<file path="config.mk">
export PLATFORM = sky130hd
export DESIGN_NAME = dsl_token_scanner_top_flat
export DESIGN_NICKNAME = d
export VERILOG_FILES = /design/src/hdl/dsl_tok_pkg.sv /design/src/hdl/dsl_tok_ifs.sv /design/src/hdl/dsl_tok_scanner_top.sv /design/src/hdl/dsl_tok_front.sv /design/src/hdl/dsl_tok_queue.sv /design/src/hdl/dsl_tok_back.sv /design/src/flat_wrapper.sv
export SDC_FILE = /design/constraint.sdc
export NUM_CORES = 1
export LEC_CHECK = 0
export ABC_AREA = 1
export BUFFER_PORTS_ARGS = -buffer_cell sky130_fd_sc_hd__buf_2
export CAP_MARGIN = 20
export CORE_MARGIN = 1
export CORE_UTILIZATION = 62
export CTS_CLUSTER_SIZE = 14
export DETAILED_ROUTE_END_ITERATION = 6
export GPL_ROUTABILITY_DRIVEN = 0
export MAX_ROUTING_LAYER = met4
export PLACE_DENSITY = 0.79
export SLEW_MARGIN = 20
export SYNTH_ARGS = -nofsm -noshare
export SYNTH_HDL_FRONTEND = slang
export SYNTH_SLANG_ARGS = --single-unit
</file>
<file path="constraint.sdc">
create_clock -name clk -period 6.7 [get_ports clk]
set_input_delay 0.67 -clock clk [delete_from_list [all_inputs] [get_ports clk]]
set_output_delay 0.67 -clock clk [all_outputs]
set_load 0.05 [all_outputs]
</file>
<file path="src/hdl/dsl_tok_pkg.sv">
// Shared types and constants for the DSL token scanner.
package dsl_tok_pkg;

  typedef enum logic [3:0] {
    TK_IDENT            = 4'd0,
    TK_STATE_SPACE      = 4'd1,
    TK_TRANSITION_ON    = 4'd2,
    TK_LBRACE           = 4'd3,
    TK_RBRACE           = 4'd4,
    TK_SEMICOLON        = 4'd5,
    TK_COLON            = 4'd6,
    TK_PIPE             = 4'd7,
    TK_EOF              = 4'd8,
    TK_ERROR            = 4'd9
  } tok_kind_t;

  typedef struct packed {
    tok_kind_t   kind;
    logic [15:0] start;
    logic [15:0] length;
    logic [15:0] line;
  } token_t;

  // Tokens caused by one byte: one or two.
  typedef struct packed {
    token_t first;
    token_t second;
    logic   two;
  } tok_rec_t;

  typedef struct packed {
    logic full;
    logic empty;
  } q_stat_t;

  localparam int QDEPTH    = 4;
  localparam int QPTR_BITS = 2;

  localparam int KW_SS_LEN = 10;
  localparam int KW_TO_LEN = 12;

  localparam logic [7:0] KW_SS [KW_SS_LEN] = '{
    8'h53, 8'h74, 8'h61, 8'h74, 8'h65, 8'h53, 8'h70, 8'h61, 8'h63, 8'h65
  };
  localparam logic [7:0] KW_TO [KW_TO_LEN] = '{
    8'h54, 8'h72, 8'h61, 8'h6E, 8'h73, 8'h69, 8'h74, 8'h69, 8'h6F, 8'h6E,
    8'h4F, 8'h6E
  };

  localparam logic [7:0] CH_NUL   = 8'h00;
  localparam logic [7:0] CH_TAB   = 8'h09;
  localparam logic [7:0] CH_LF    = 8'h0A;
  localparam logic [7:0] CH_CR    = 8'h0D;
  localparam logic [7:0] CH_SPACE = 8'h20;
  localparam logic [7:0] CH_LBR   = 8'h7B;
  localparam logic [7:0] CH_RBR   = 8'h7D;
  localparam logic [7:0] CH_SEMI  = 8'h3B;
  localparam logic [7:0] CH_COLON = 8'h3A;
  localparam logic [7:0] CH_PIPE  = 8'h7C;
  localparam logic [7:0] CH_UNDER = 8'h5F;

endpackage

</file>
<file path="src/hdl/dsl_tok_ifs.sv">
// Valid/ready channel interfaces for source bytes and tokens.
interface dsl_tok_byte_if;
  logic       valid;
  logic       ready;
  logic [7:0] source_byte;
  modport source (output valid, output source_byte, input ready);
  modport sink (input valid, input source_byte, output ready);
endinterface

interface dsl_tok_token_if;
  logic        valid;
  logic        ready;
  logic [3:0]  token_kind;
  logic [15:0] token_start;
  logic [15:0] token_length;
  logic [15:0] token_line;
  logic        last_of_run;
  modport source (output valid, output token_kind, output token_start, output token_length,
                  output token_line, output last_of_run, input ready);
  modport sink (input valid, input token_kind, input token_start, input token_length,
                input token_line, input last_of_run, output ready);
endinterface

</file>
<file path="src/hdl/dsl_tok_scanner_top.sv">
// Top level of the DSL token scanner: front end, record queue, back end.
//
//   channel  dir  payload                                                 
//   source   in   source_byte[7:0]
//   tokens   out  token_kind[3:0] token_start token_length token_line last_of_run
//
// One source byte is taken per cycle while the four-entry record queue has room.
// Tokens leave at one per cycle while tokens.ready is high; a byte that closes an identifier
// and also gives a token of its own yields two tokens, which the queue absorbs.
// A byte's first token is registered in a queue entry and then in the output register.
// rst is synchronous: offset 0, line 1, no identifier open, queue and output empty.
// A stall on tokens fills the queue and then drops source.ready.
module dsl_token_scanner_top #(
  parameter int OFFSET_BITS = 16,
  parameter int LINE_BITS   = 16
) (
  input  logic            clk,
  input  logic            rst,
  dsl_tok_byte_if.sink    source,
  dsl_tok_token_if.source tokens
);
  import dsl_tok_pkg::*;

  logic     push, pop;
  tok_rec_t wr_rec, rd_rec;
  q_stat_t  q_stat;

  dsl_tok_front #(
    .OFFSET_BITS (OFFSET_BITS),
    .LINE_BITS   (LINE_BITS)
  ) u_front (
    .clk    (clk),
    .rst    (rst),
    .source (source),
    .q_stat (q_stat),
    .push   (push),
    .rec    (wr_rec)
  );

  dsl_tok_queue u_queue (
    .clk    (clk),
    .rst    (rst),
    .push   (push),
    .wr_rec (wr_rec),
    .pop    (pop),
    .rd_rec (rd_rec),
    .stat   (q_stat)
  );

  dsl_tok_back u_back (
    .clk    (clk),
    .rst    (rst),
    .rd_rec (rd_rec),
    .q_stat (q_stat),
    .pop    (pop),
    .tokens (tokens)
  );

endmodule

</file>
<file path="src/hdl/dsl_tok_front.sv">
// Front end: scanner state, byte classification and token record build.
module dsl_tok_front #(
  parameter int OFFSET_BITS = 16,
  parameter int LINE_BITS   = 16
) (
  input  logic                 clk,
  input  logic                 rst,
  dsl_tok_byte_if.sink         source,
  input  dsl_tok_pkg::q_stat_t q_stat,
  output logic                 push,
  output dsl_tok_pkg::tok_rec_t rec
);
  import dsl_tok_pkg::*;

  logic [OFFSET_BITS-1:0] byte_offset, byte_offset_next;
  logic [LINE_BITS-1:0]   line_count, line_count_next;
  logic                   ident_open, ident_open_next;
  logic [OFFSET_BITS-1:0] ident_start, ident_start_next;
  logic [OFFSET_BITS-1:0] ident_length, ident_length_next;
  logic                   match_ss, match_ss_next;
  logic                   match_to, match_to_next;

  logic [7:0] c;
  logic       lead_ch, num_ch, take;
  logic       close_ident, emit_byte;
  tok_kind_t  byte_kind, ident_kind;
  token_t     ident_tok, byte_tok;
  logic [15:0] off16, line16;

  function automatic logic [15:0] sat16(input logic [31:0] v);
    sat16 = (v > 32'h0000_FFFF) ? 16'hFFFF : v[15:0];
  endfunction

  assign c        = source.source_byte;
  assign lead_ch  = (c >= 8'h61 && c <= 8'h7A) || (c >= 8'h41 && c <= 8'h5A) ||
                    (c == CH_UNDER);
  assign num_ch   = (c >= 8'h30 && c <= 8'h39);
  assign take     = source.valid && source.ready;
  assign source.ready = !q_stat.full;

  assign off16  = sat16(32'(byte_offset));
  assign line16 = sat16(32'(line_count));

  always_comb begin
    if (match_ss && ident_length == OFFSET_BITS'(KW_SS_LEN)) begin
      ident_kind = TK_STATE_SPACE;
    end else if (match_to && ident_length == OFFSET_BITS'(KW_TO_LEN)) begin
      ident_kind = TK_TRANSITION_ON;
    end else begin
      ident_kind = TK_IDENT;
    end
  end

  always_comb begin
    emit_byte = 1'b1;
    byte_kind = TK_ERROR;
    case (c)
      CH_NUL:   byte_kind = TK_EOF;
      CH_SPACE: emit_byte = 1'b0;
      CH_TAB:   emit_byte = 1'b0;
      CH_CR:    emit_byte = 1'b0;
      CH_LF:    emit_byte = 1'b0;
      CH_LBR:   byte_kind = TK_LBRACE;
      CH_RBR:   byte_kind = TK_RBRACE;
      CH_SEMI:  byte_kind = TK_SEMICOLON;
      CH_COLON: byte_kind = TK_COLON;
      CH_PIPE:  byte_kind = TK_PIPE;
      default:  emit_byte = !lead_ch;
    endcase
    if (ident_open && (lead_ch || num_ch)) begin
      emit_byte = 1'b0;
    end
  end

  assign close_ident = ident_open && !(lead_ch || num_ch);

  always_comb begin
    ident_tok.kind   = ident_kind;
    ident_tok.start  = sat16(32'(ident_start));
    ident_tok.length = sat16(32'(ident_length));
    ident_tok.line   = line16;
    byte_tok.kind    = byte_kind;
    byte_tok.start   = off16;
    byte_tok.length  = (c == CH_NUL) ? 16'd0 : 16'd1;
    byte_tok.line    = line16;
  end

  always_comb begin
    rec.first  = close_ident ? ident_tok : byte_tok;
    rec.second = byte_tok;
    rec.two    = close_ident && emit_byte;
    push       = take && (close_ident || emit_byte);
  end

  always_comb begin
    byte_offset_next  = byte_offset;
    line_count_next   = line_count;
    ident_open_next   = ident_open;
    ident_start_next  = ident_start;
    ident_length_next = ident_length;
    match_ss_next     = match_ss;
    match_to_next     = match_to;
    if (!(&byte_offset)) begin
      byte_offset_next = byte_offset + OFFSET_BITS'(1);
    end
    if (ident_open && (lead_ch || num_ch)) begin
      match_ss_next = match_ss && (ident_length < OFFSET_BITS'(KW_SS_LEN)) &&
                      (c == KW_SS[ident_length[3:0]]);
      match_to_next = match_to && (ident_length < OFFSET_BITS'(KW_TO_LEN)) &&
                      (c == KW_TO[ident_length[3:0]]);
      if (!(&ident_length)) begin
        ident_length_next = ident_length + OFFSET_BITS'(1);
      end
    end else begin
      ident_open_next   = 1'b0;
      ident_length_next = '0;
      match_ss_next     = 1'b0;
      match_to_next     = 1'b0;
      if (c == CH_NUL) begin
        byte_offset_next = '0;
        line_count_next  = LINE_BITS'(1);
      end else if (c == CH_LF) begin
        if (!(&line_count)) begin
          line_count_next = line_count + LINE_BITS'(1);
        end
      end else if (lead_ch) begin
        ident_open_next   = 1'b1;
        ident_start_next  = byte_offset;
        ident_length_next = OFFSET_BITS'(1);
        match_ss_next     = (c == KW_SS[0]);
        match_to_next     = (c == KW_TO[0]);
      end
    end
  end

  always_ff @(posedge clk) begin
    if (rst) begin
      byte_offset  <= '0;
      line_count   <= LINE_BITS'(1);
      ident_open   <= 1'b0;
      ident_start  <= '0;
      ident_length <= '0;
      match_ss     <= 1'b0;
      match_to     <= 1'b0;
    end else if (take) begin
      byte_offset  <= byte_offset_next;
      line_count   <= line_count_next;
      ident_open   <= ident_open_next;
      ident_start  <= ident_start_next;
      ident_length <= ident_length_next;
      match_ss     <= match_ss_next;
      match_to     <= match_to_next;
    end
  end

endmodule

</file>
<file path="src/hdl/dsl_tok_queue.sv">
// Short queue of token records between front and back ends.
module dsl_tok_queue (
  input  logic                  clk,
  input  logic                  rst,
  input  logic                  push,
  input  dsl_tok_pkg::tok_rec_t wr_rec,
  input  logic                  pop,
  output dsl_tok_pkg::tok_rec_t rd_rec,
  output dsl_tok_pkg::q_stat_t  stat
);
  import dsl_tok_pkg::*;

  tok_rec_t             entries [QDEPTH];
  logic [QPTR_BITS-1:0] wr_ptr, rd_ptr;
  logic [QPTR_BITS:0]   count;

  assign stat.full  = (count == (QPTR_BITS+1)'(QDEPTH));
  assign stat.empty = (count == '0);
  assign rd_rec     = entries[rd_ptr];

  always_ff @(posedge clk) begin
    if (push) begin
      entries[wr_ptr] <= wr_rec;
    end
  end

  always_ff @(posedge clk) begin
    if (rst) begin
      wr_ptr <= '0;
      rd_ptr <= '0;
      count  <= '0;
    end else begin
      if (push) begin
        wr_ptr <= wr_ptr + QPTR_BITS'(1);
      end
      if (pop) begin
        rd_ptr <= rd_ptr + QPTR_BITS'(1);
      end
      if (push && !pop) begin
        count <= count + (QPTR_BITS+1)'(1);
      end else if (pop && !push) begin
        count <= count - (QPTR_BITS+1)'(1);
      end
    end
  end

endmodule

</file>
<file path="src/hdl/dsl_tok_back.sv">
// Back end: splits token records into single tokens behind an output register.
module dsl_tok_back (
  input  logic                  clk,
  input  logic                  rst,
  input  dsl_tok_pkg::tok_rec_t rd_rec,
  input  dsl_tok_pkg::q_stat_t  q_stat,
  output logic                  pop,
  dsl_tok_token_if.source       tokens
);
  import dsl_tok_pkg::*;

  logic   out_valid;
  token_t out_tok;
  logic   out_last;
  logic   pend;
  token_t pend_tok;
  logic   load;

  assign load = !out_valid || tokens.ready;
  assign pop  = load && !pend && !q_stat.empty;

  assign tokens.valid        = out_valid;
  assign tokens.token_kind   = out_tok.kind;
  assign tokens.token_start  = out_tok.start;
  assign tokens.token_length = out_tok.length;
  assign tokens.token_line   = out_tok.line;
  assign tokens.last_of_run  = out_last;

  always_ff @(posedge clk) begin
    if (rst) begin
      out_valid <= 1'b0;
      pend      <= 1'b0;
    end else if (load) begin
      if (pend) begin
        out_valid <= 1'b1;
        pend      <= 1'b0;
      end else begin
        out_valid <= !q_stat.empty;
        pend      <= !q_stat.empty && rd_rec.two;
      end
    end
  end

  always_ff @(posedge clk) begin
    if (load) begin
      if (pend) begin
        out_tok  <= pend_tok;
        out_last <= 1'b1;
      end else begin
        out_tok  <= rd_rec.first;
        out_last <= !rd_rec.two;
        pend_tok <= rd_rec.second;
      end
    end
  end

endmodule

</file>
<file path="src/flat_wrapper.sv">
// flat-port wrapper written by rule: the top's interface ports become plain ports
module dsl_token_scanner_top_flat import dsl_tok_pkg::*;
#(
  parameter int OFFSET_BITS = 16,
  parameter int LINE_BITS   = 16
)
  (clk, rst, source_valid, source_source_byte, source_ready, tokens_valid, tokens_token_kind, tokens_token_start, tokens_token_length, tokens_token_line, tokens_last_of_run, tokens_ready);
  dsl_tok_byte_if source_i ();
  dsl_tok_token_if tokens_i ();
  input  logic clk;
  input  logic rst;
  input wire logic [$bits(source_i.valid)-1:0] source_valid;
  input wire logic [$bits(source_i.source_byte)-1:0] source_source_byte;
  output wire logic [$bits(source_i.ready)-1:0] source_ready;
  output wire logic [$bits(tokens_i.valid)-1:0] tokens_valid;
  output wire logic [$bits(tokens_i.token_kind)-1:0] tokens_token_kind;
  output wire logic [$bits(tokens_i.token_start)-1:0] tokens_token_start;
  output wire logic [$bits(tokens_i.token_length)-1:0] tokens_token_length;
  output wire logic [$bits(tokens_i.token_line)-1:0] tokens_token_line;
  output wire logic [$bits(tokens_i.last_of_run)-1:0] tokens_last_of_run;
  input wire logic [$bits(tokens_i.ready)-1:0] tokens_ready;
  assign source_i.valid = source_valid;
  assign source_i.source_byte = source_source_byte;
  assign source_ready = source_i.ready;
  assign tokens_valid = tokens_i.valid;
  assign tokens_token_kind = tokens_i.token_kind;
  assign tokens_token_start = tokens_i.token_start;
  assign tokens_token_length = tokens_i.token_length;
  assign tokens_token_line = tokens_i.token_line;
  assign tokens_last_of_run = tokens_i.last_of_run;
  assign tokens_i.ready = tokens_ready;
  dsl_token_scanner_top #(.OFFSET_BITS(OFFSET_BITS), .LINE_BITS(LINE_BITS)) u_core (.clk(clk), .rst(rst), .source(source_i), .tokens(tokens_i));
endmodule
</file>
==> results.md, run 1 <==
- Status: complete, but fails checks
- Failing checks: design-rule violations
- Crit path DAT: 3.59 ns
- Die area: 32390 sq um
- CTS clock-pin slew for the worst setup and hold paths: approximately 0.060 ns
- CORE AREA: about 30000 sq um
- Worst Setup End Kind: flop
- Synth top area share: 0.5903
- Dpl cell area: 20250 sq um
- Power Dens Cells: 404.9 nW/um^2
- Final Net Count: 1918
- Drt drc: 8
- Routed Antenna Nets: 0
- Top cells by area, synth: edfxtp_1, dfxtp_1, nor2_1
- Max VDD drop: 0.2985 mV
- Commonest cells post-synth: edfxtp_1, nor2_1, nand2_1, o21ai_0, inv_1
- ANT cells: 0
- Hold-fix buffers, CTS: 0
- Drt pass-1 iters: 7
- Crit Path Max Fanout: 62
- GRT overflow: 0
- Worst setup margin: 3.278 ns
- Fin crit share: 0.5108
- Leak: 7.647 nW
- Share of layout cells above drive strength 1: 0.1074
- Total CTS buffers: 46
- Tightest Hold Check Type: flop to flop
- Slew HR: 0.2836
- H-tree depth: 2
- Iter 0 DRT Violations: around 1500
- Tot GR Track Use: 0.2834
- Sw frac: 0.3514
- Cell Rows: 64
- Die H: 180.0 microns
- Combinational share of power: 0.270
- Synth Instances: 1853
- Post-Route WL: 44.10 mm
- Worst-Margin Slew: 1.075 ns
- Vias per cell: 6.003
- I/O pin total: 67
- Setup crit start kind: flop
- Cell taking the most area after synthesis: edfxtp_1
- Antenna violations before repair: 0
- Int Power: 5.702 mW
- Clk Latency, worst-skew pair: ~0.56 ns
- Vias in the first global route: 13647
- Largest net degree at the start of global routing: 110
- Initial Util: 0.6353
- First-pass GRT wire length: 70.51 mm
- Placed Instances: 2240
- Die Wd: 180.0 microns
- Clock Skew: 0.01457 ns
- Final hold vios: 0
- FMAX: 0.2922 GHz
- Root buffer cell: clkbuf_16
- Post-Syn Area: between 15000 and 20000 sq um
- Register area share after synthesis: 0.6698
- Sequential power share: 0.453
- Tot Pwr: 8.791 mW
- Cell variety after synth: 42
- Final setup viols: 0
- Synth warnings: 0
- Non-Filler Instances: ~2300
- Ys flop type: edfxtp_1
- Hold slack final: approximately 0.45 ns
- Post-CTS sizing: 0
- Post-synth ARST share: 0
- Min cycle time layout: 3.422 ns
- Most common cell in the netlist: edfxtp_1
- RSZ-0062 raised after global routing: false
- CP required: 6.87 ns
- DP HPWL: between 20 and 30 mm
- Buffers on Ports: 66
- Max cap viols: 0
- Routed vias: 13952
- CTS Buffer Depth: 3
- Post-synth EDFFs: 386
- TritonCTS clock tree: yes
- Mapped Nets: ~1900
- Clk pwr share: 0.277
- Fillers: ~2200
- Post-DR wirelength/cell: 18.98 microns
- Slew Viols, Final: 0
- Dpl ws: about 2.8 ns
- Sw Pwr: a little over 3 mW
- Post-Route Setup TNS: 0 ns
- Final core utilization: 0.7024
- Seq cells post-synth: 464
- Mean post-synth cell area: 10.60 sq um
- Post-route cell area: 21710 sq um
- Buffer count from post-CTS setup fixing: 0
- P&R area growth vs syn: 10.57%
- Clk sinks: 464
- Crit path kind: flop to flop
[layout by cell type, fill, tap and decap left out, types with 15 or more instances in the layout]
cell         n
clkbuf_16   46
nand2_1    267
nand3_1     62
nor3_1      23
buf_2       66
a21oi_1     74
a31oi_1     23
edfxtp_1   386
xor2_1      15
nand4_1     37
inv_1      114
o21ai_0    200
o22ai_1     39
dfxtp_1     76
nor2_1     359
[final cells by class]
class	count	area (sq um)	share of cell area
Clock inverter	17	156.4	0.007203
Inverter	122	459.2	0.02115
Timing Repair Buffer	83	503.0	0.02317
Clock buffer	66	1286	0.05924
Multi-Input combinational cell	1176	5654	0.2604
Tap cell	396	495.5	0.02282
Sequential cell	464	13160	0.6060
[worst max-delay path, stage by stage, from the launching register on]
cell and delay [ns]:
dfxtp_1 0.38, inv_1 0.07, nand3_1 0.10, nand2_1 0.06
buf_4 0.22, inv_2 0.43, nand2_8 0.14, nor2_4 0.18
inv_1 0.19, nor2_4 0.37, buf_4 0.85
[power by group through the flow]
stage	Sequential [mW]	Clock [mW]	Combinational (mW)
6_report	3.98	2.44	2.37
5_1_grt	4.03	2.57	2.57
4_1_cts	3.99	2.46	2.37
3_5_place_dp	4.04	0	2.35
3_3_place_gp	4.02	0	2.29
2_1_floorplan	4.57	0	1.17
[path summary, 6_finish.rpt]
check                                             startpoint                                          to  slack, ns  cells past startpoint
setup / recovery        u_core.u_queue.count[1]$_SDFFE_PP0P_     u_core.u_queue.entries[1][74]$_DFFE_PP_       3.28                     10
hold reg to reg   u_core.u_front.ident_start[8]$_SDFFE_PP0P_  u_core.u_front.ident_start[8]$_SDFFE_PP0P_       0.45                      2
hold / removal    u_core.u_front.ident_start[8]$_SDFFE_PP0P_  u_core.u_front.ident_start[8]$_SDFFE_PP0P_       0.45                      2
setup reg to reg        u_core.u_queue.count[1]$_SDFFE_PP0P_     u_core.u_queue.entries[1][74]$_DFFE_PP_       3.28                     10
[routing by layer]
metal	GRT usage	vias up	wire length [microns]
met2	0.4540	652	20950
li1	-	6497	-
met3	0.03971	103	3527
met4	0.09379	0	1198
met5	-	-	0
met1	0.3762	6700	18420
[state kept, by name, indices dropped and copies added (netlist names), 2 cells and up, named ones only]
name	count
u_core.u_queue.rd_ptr	2
u_core.u_back.tokens.token_length	16
u_core.u_front.line16	16
u_core.u_queue.entries	296
u_core.u_queue.wr_ptr	2
u_core.u_queue.count	3
u_core.u_front.byte_offset	16
u_core.u_back.tokens.token_kind	4
u_core.u_front.ident_length	16
u_core.u_back.tokens.token_start	16
u_core.u_back.tokens.token_line	16
u_core.u_front.ident_start	16
u_core.u_back.pend_tok	37
[cells by family after synthesis]
logic type,synth area share
compound gates,0.09704
xor+xnor,0.008029
fa+ha+maj,0.008666
buf+inv,0.04416
flops,0.6698
simple gates,0.1723
(Power assumes the default switching activity.)
==> inputs of run 2 (changes only) <==
- clock period: 6.7 -> 3.38 ns (I/O delays scaled with it)
==> results.md, run 2 (synthesis gave the netlist of run 1 again) <==
- Drt drc: 19 (+11)
- Worst-Margin Slew: 0.7783 ns (-0.2964 ns)
- Status: complete, but fails checks
- Max VDD drop: 0.7007 mV (+130%)
- Crit path DAT: 2.87 ns (-0.72 ns)
- Sw Pwr: 6.091 mW (+97%)
- Post-Route WL: 42.91 mm (-2.7%)
- FMAX: 0.4158 GHz (+42%)
- Leak: 7.744 nW (+1.3%)
- CORE AREA: 30910 sq um (unchanged)
- Final setup viols: 0 (unchanged)
- Dpl cell area: 20410 sq um (+0.80%)
- Routed vias: 13722 (-1.6%)
- ANT cells: 0 (unchanged)
- Initial Util: 0.6353 (unchanged)
- Slew HR: 0.4757 (+0.1921)
- Most frequent cells in the layout: edfxtp_1, nor2_1, nand2_1
- Post-route cell area: 21890 sq um (+0.84%)
- Non-Filler Instances: 2333 (+0.39%)
- Largest Register: u_core.u_queue.entries
- I/O pin total: 67 (unchanged)
- Tot GR Track Use: 0.2745 (-0.008905)
- CP required: 3.84 ns (-3.03 ns)
- Commonest non-fill, non-tap cell in the layout: edfxtp_1
- Worst Setup End Kind: flop
- TritonCTS clock tree: yes
- RSZ-0062 raised after global routing: false
- Power Dens Cells: 805.7 nW/um^2 (+99%)
- Biggest regs: u_core.u_queue.entries (296), u_core.u_back.pend_tok (37)
- Critical-path cell list: ha_1 -> nand3_1 -> inv_1 -> nand2_1 -> inv_1 -> nand4_2 -> nand3_4 -> o21ai_0 -> nor2_1
- Sequential power share: 0.446 (-0.007)
- Buffer count from post-CTS setup fixing: 0 (unchanged)
- P&R area growth vs syn: 11.49%
- Crit Path Max Fanout: 19 (-69%)
- Final hold vios: 0 (unchanged)
- Die H: 180.0 microns (unchanged)
- Max reg flops: 296 (unchanged)
- Crit path kind: flop to flop
- Buffers on Ports: 66 (unchanged)
- Antenna violations before repair: 0 (unchanged)
- Worst path slowest cell: dfxtp_1
- Hold-fix buffers, CTS: 0 (unchanged)
- Clk pwr share: 0.281 (+0.004)
- Vias in the first global route: 13070 (-4.2%)
- Vias per cell: 5.882 (-2.0%)
- Worst path most repeated cell: inv_1
- Die Wd: 180.0 microns (unchanged)
- H-tree depth: 2 (unchanged)
- Clk sinks: 464 (unchanged)
- Placed Instances: 2251 (+0.49%)
- Drt pass-1 iters: 7 (unchanged)
- Largest net degree at the start of global routing: 97 (-12%)
- Slew Viols, Final: 0 (unchanged)
- Slowest cell delay on critical path: 0.52 ns (-0.33 ns)
- First-pass GRT wire length: 68.00 mm (-3.6%)
- Clock Skew: 0.01177 ns (-0.002798 ns)
- Int Power: 11.55 mW (+100%)
- Total CTS buffers: 44 (-4.3%)
- Min cycle time layout: 2.405 ns (-1.017 ns)
- Tightest Hold Check Type: input pin to flop
- Failing checks: design-rule violations
- Fillers: 2157 (-0.14%)
- Combinational share of power: 0.273 (+0.003)
- Clk Latency, worst-skew pair: 0.54 ns (-0.02 ns)
- Iter 0 DRT Violations: 1382 (-9.1%)
- Sw frac: 0.3453 (-0.006076)
- GRT overflow: 0 (unchanged)
- Fin crit share: 0.7116 (+0.2008)
- Setup crit start kind: flop
- Max cap viols: 0 (unchanged)
- Root buffer cell: clkbuf_16
- Routed Antenna Nets: 0 (unchanged)
- Post-CTS sizing: 0 (unchanged)
- Cell Rows: 64 (unchanged)
- Final Net Count: 1926 (+0.42%)
- Die area: 32390 sq um (unchanged)
- Share of layout cells above drive strength 1: 0.1131 (+0.005696)
- DP HPWL: 25.95 mm (-1.4%)
- Post-Route Setup TNS: 0 ns (unchanged)
- CTS Buffer Depth: 3 (unchanged)
- Post-DR wirelength/cell: 18.39 microns (-3.1%)
- CTS clock-pin slew for the worst setup and hold paths: 0.06 ns (about the same)
-- run 2: layout make-up --
| type | count | area [sq um] | share of cell area |
|---|---|---|---|
| clock buffer | 67 | 1311 | 0.05989 |
| tap | 396 | 495.5 | 0.02263 |
| multi-input combinational | 1176 | 5654 | 0.2583 |
| inverter | 122 | 459.2 | 0.02097 |
| timing repair buffer | 93 | 645.6 | 0.02949 |
| clock inverter | 15 | 170.2 | 0.007772 |
| sequential | 464 | 13160 | 0.6010 |
-- run 2: power groups by stage --
stage | logic [mW] | clock network, mW | registers, mW
finish | 4.81 | 4.96 | 7.86
global route | 5.22 | 5.23 | 7.96
CTS | 4.83 | 4.99 | 7.87
detailed placement | 4.78 | 0 | 7.98
global placement | 4.68 | 0 | 7.94
floorplan | 2.34 | 0 | 9.04
-- run 2: worst max-delay path, delay by kind of cell (launching register included) --
family	cells	cell delay (ns)
fa+ha+maj	1	0.32
compound gates	1	0.12
simple gates	5	1.15
buf+inv	2	0.20
flops	1	0.52
-- run 2: path summary, 6_finish.rpt --
check	start	end	slack [ns]	cells after the start
worst max register to register	u_core.u_front.line16[1]$_SDFFE_PP0P_	u_core.u_front.line16[13]$_SDFFE_PP0P_	0.97	9
worst min register to register	u_core.u_front.ident_start[4]$_SDFFE_PP0P_	u_core.u_front.ident_start[4]$_SDFFE_PP0P_	0.45	2
worst min-delay path	tokens_ready	u_core.u_back.pend$_SDFFE_PP0N_	0.14	4
worst max-delay path	u_core.u_front.line16[1]$_SDFFE_PP0P_	u_core.u_front.line16[13]$_SDFFE_PP0P_	0.97	9
-- run 2: layer usage --
metal / GRT usage / wire [microns]
met5: - / 0
met4: 0.09310 / 1277
met3: 0.03809 / 3165
met2: 0.4420 / 20410
met1: 0.3614 / 18050
-- run 2: stage by stage --
stage / hold slack (ns) / utilization / worst slack (ns) / power, mW
final: 0.1387 / 0.7083 / 0.9749 / 17.64
after global routing: 0.1550 / 0.7083 / 0.7806 / 18.41
after CTS: 0.1257 / 0.7083 / 0.9890 / 17.69
after detailed placement: 0.4348 / 0.6604 / 0.6493 / 12.76
after global placement: 0.4305 / 0.6604 / 0.7021 / 12.62
after floorplan: 0.4237 / - / -0.6703 / 11.38
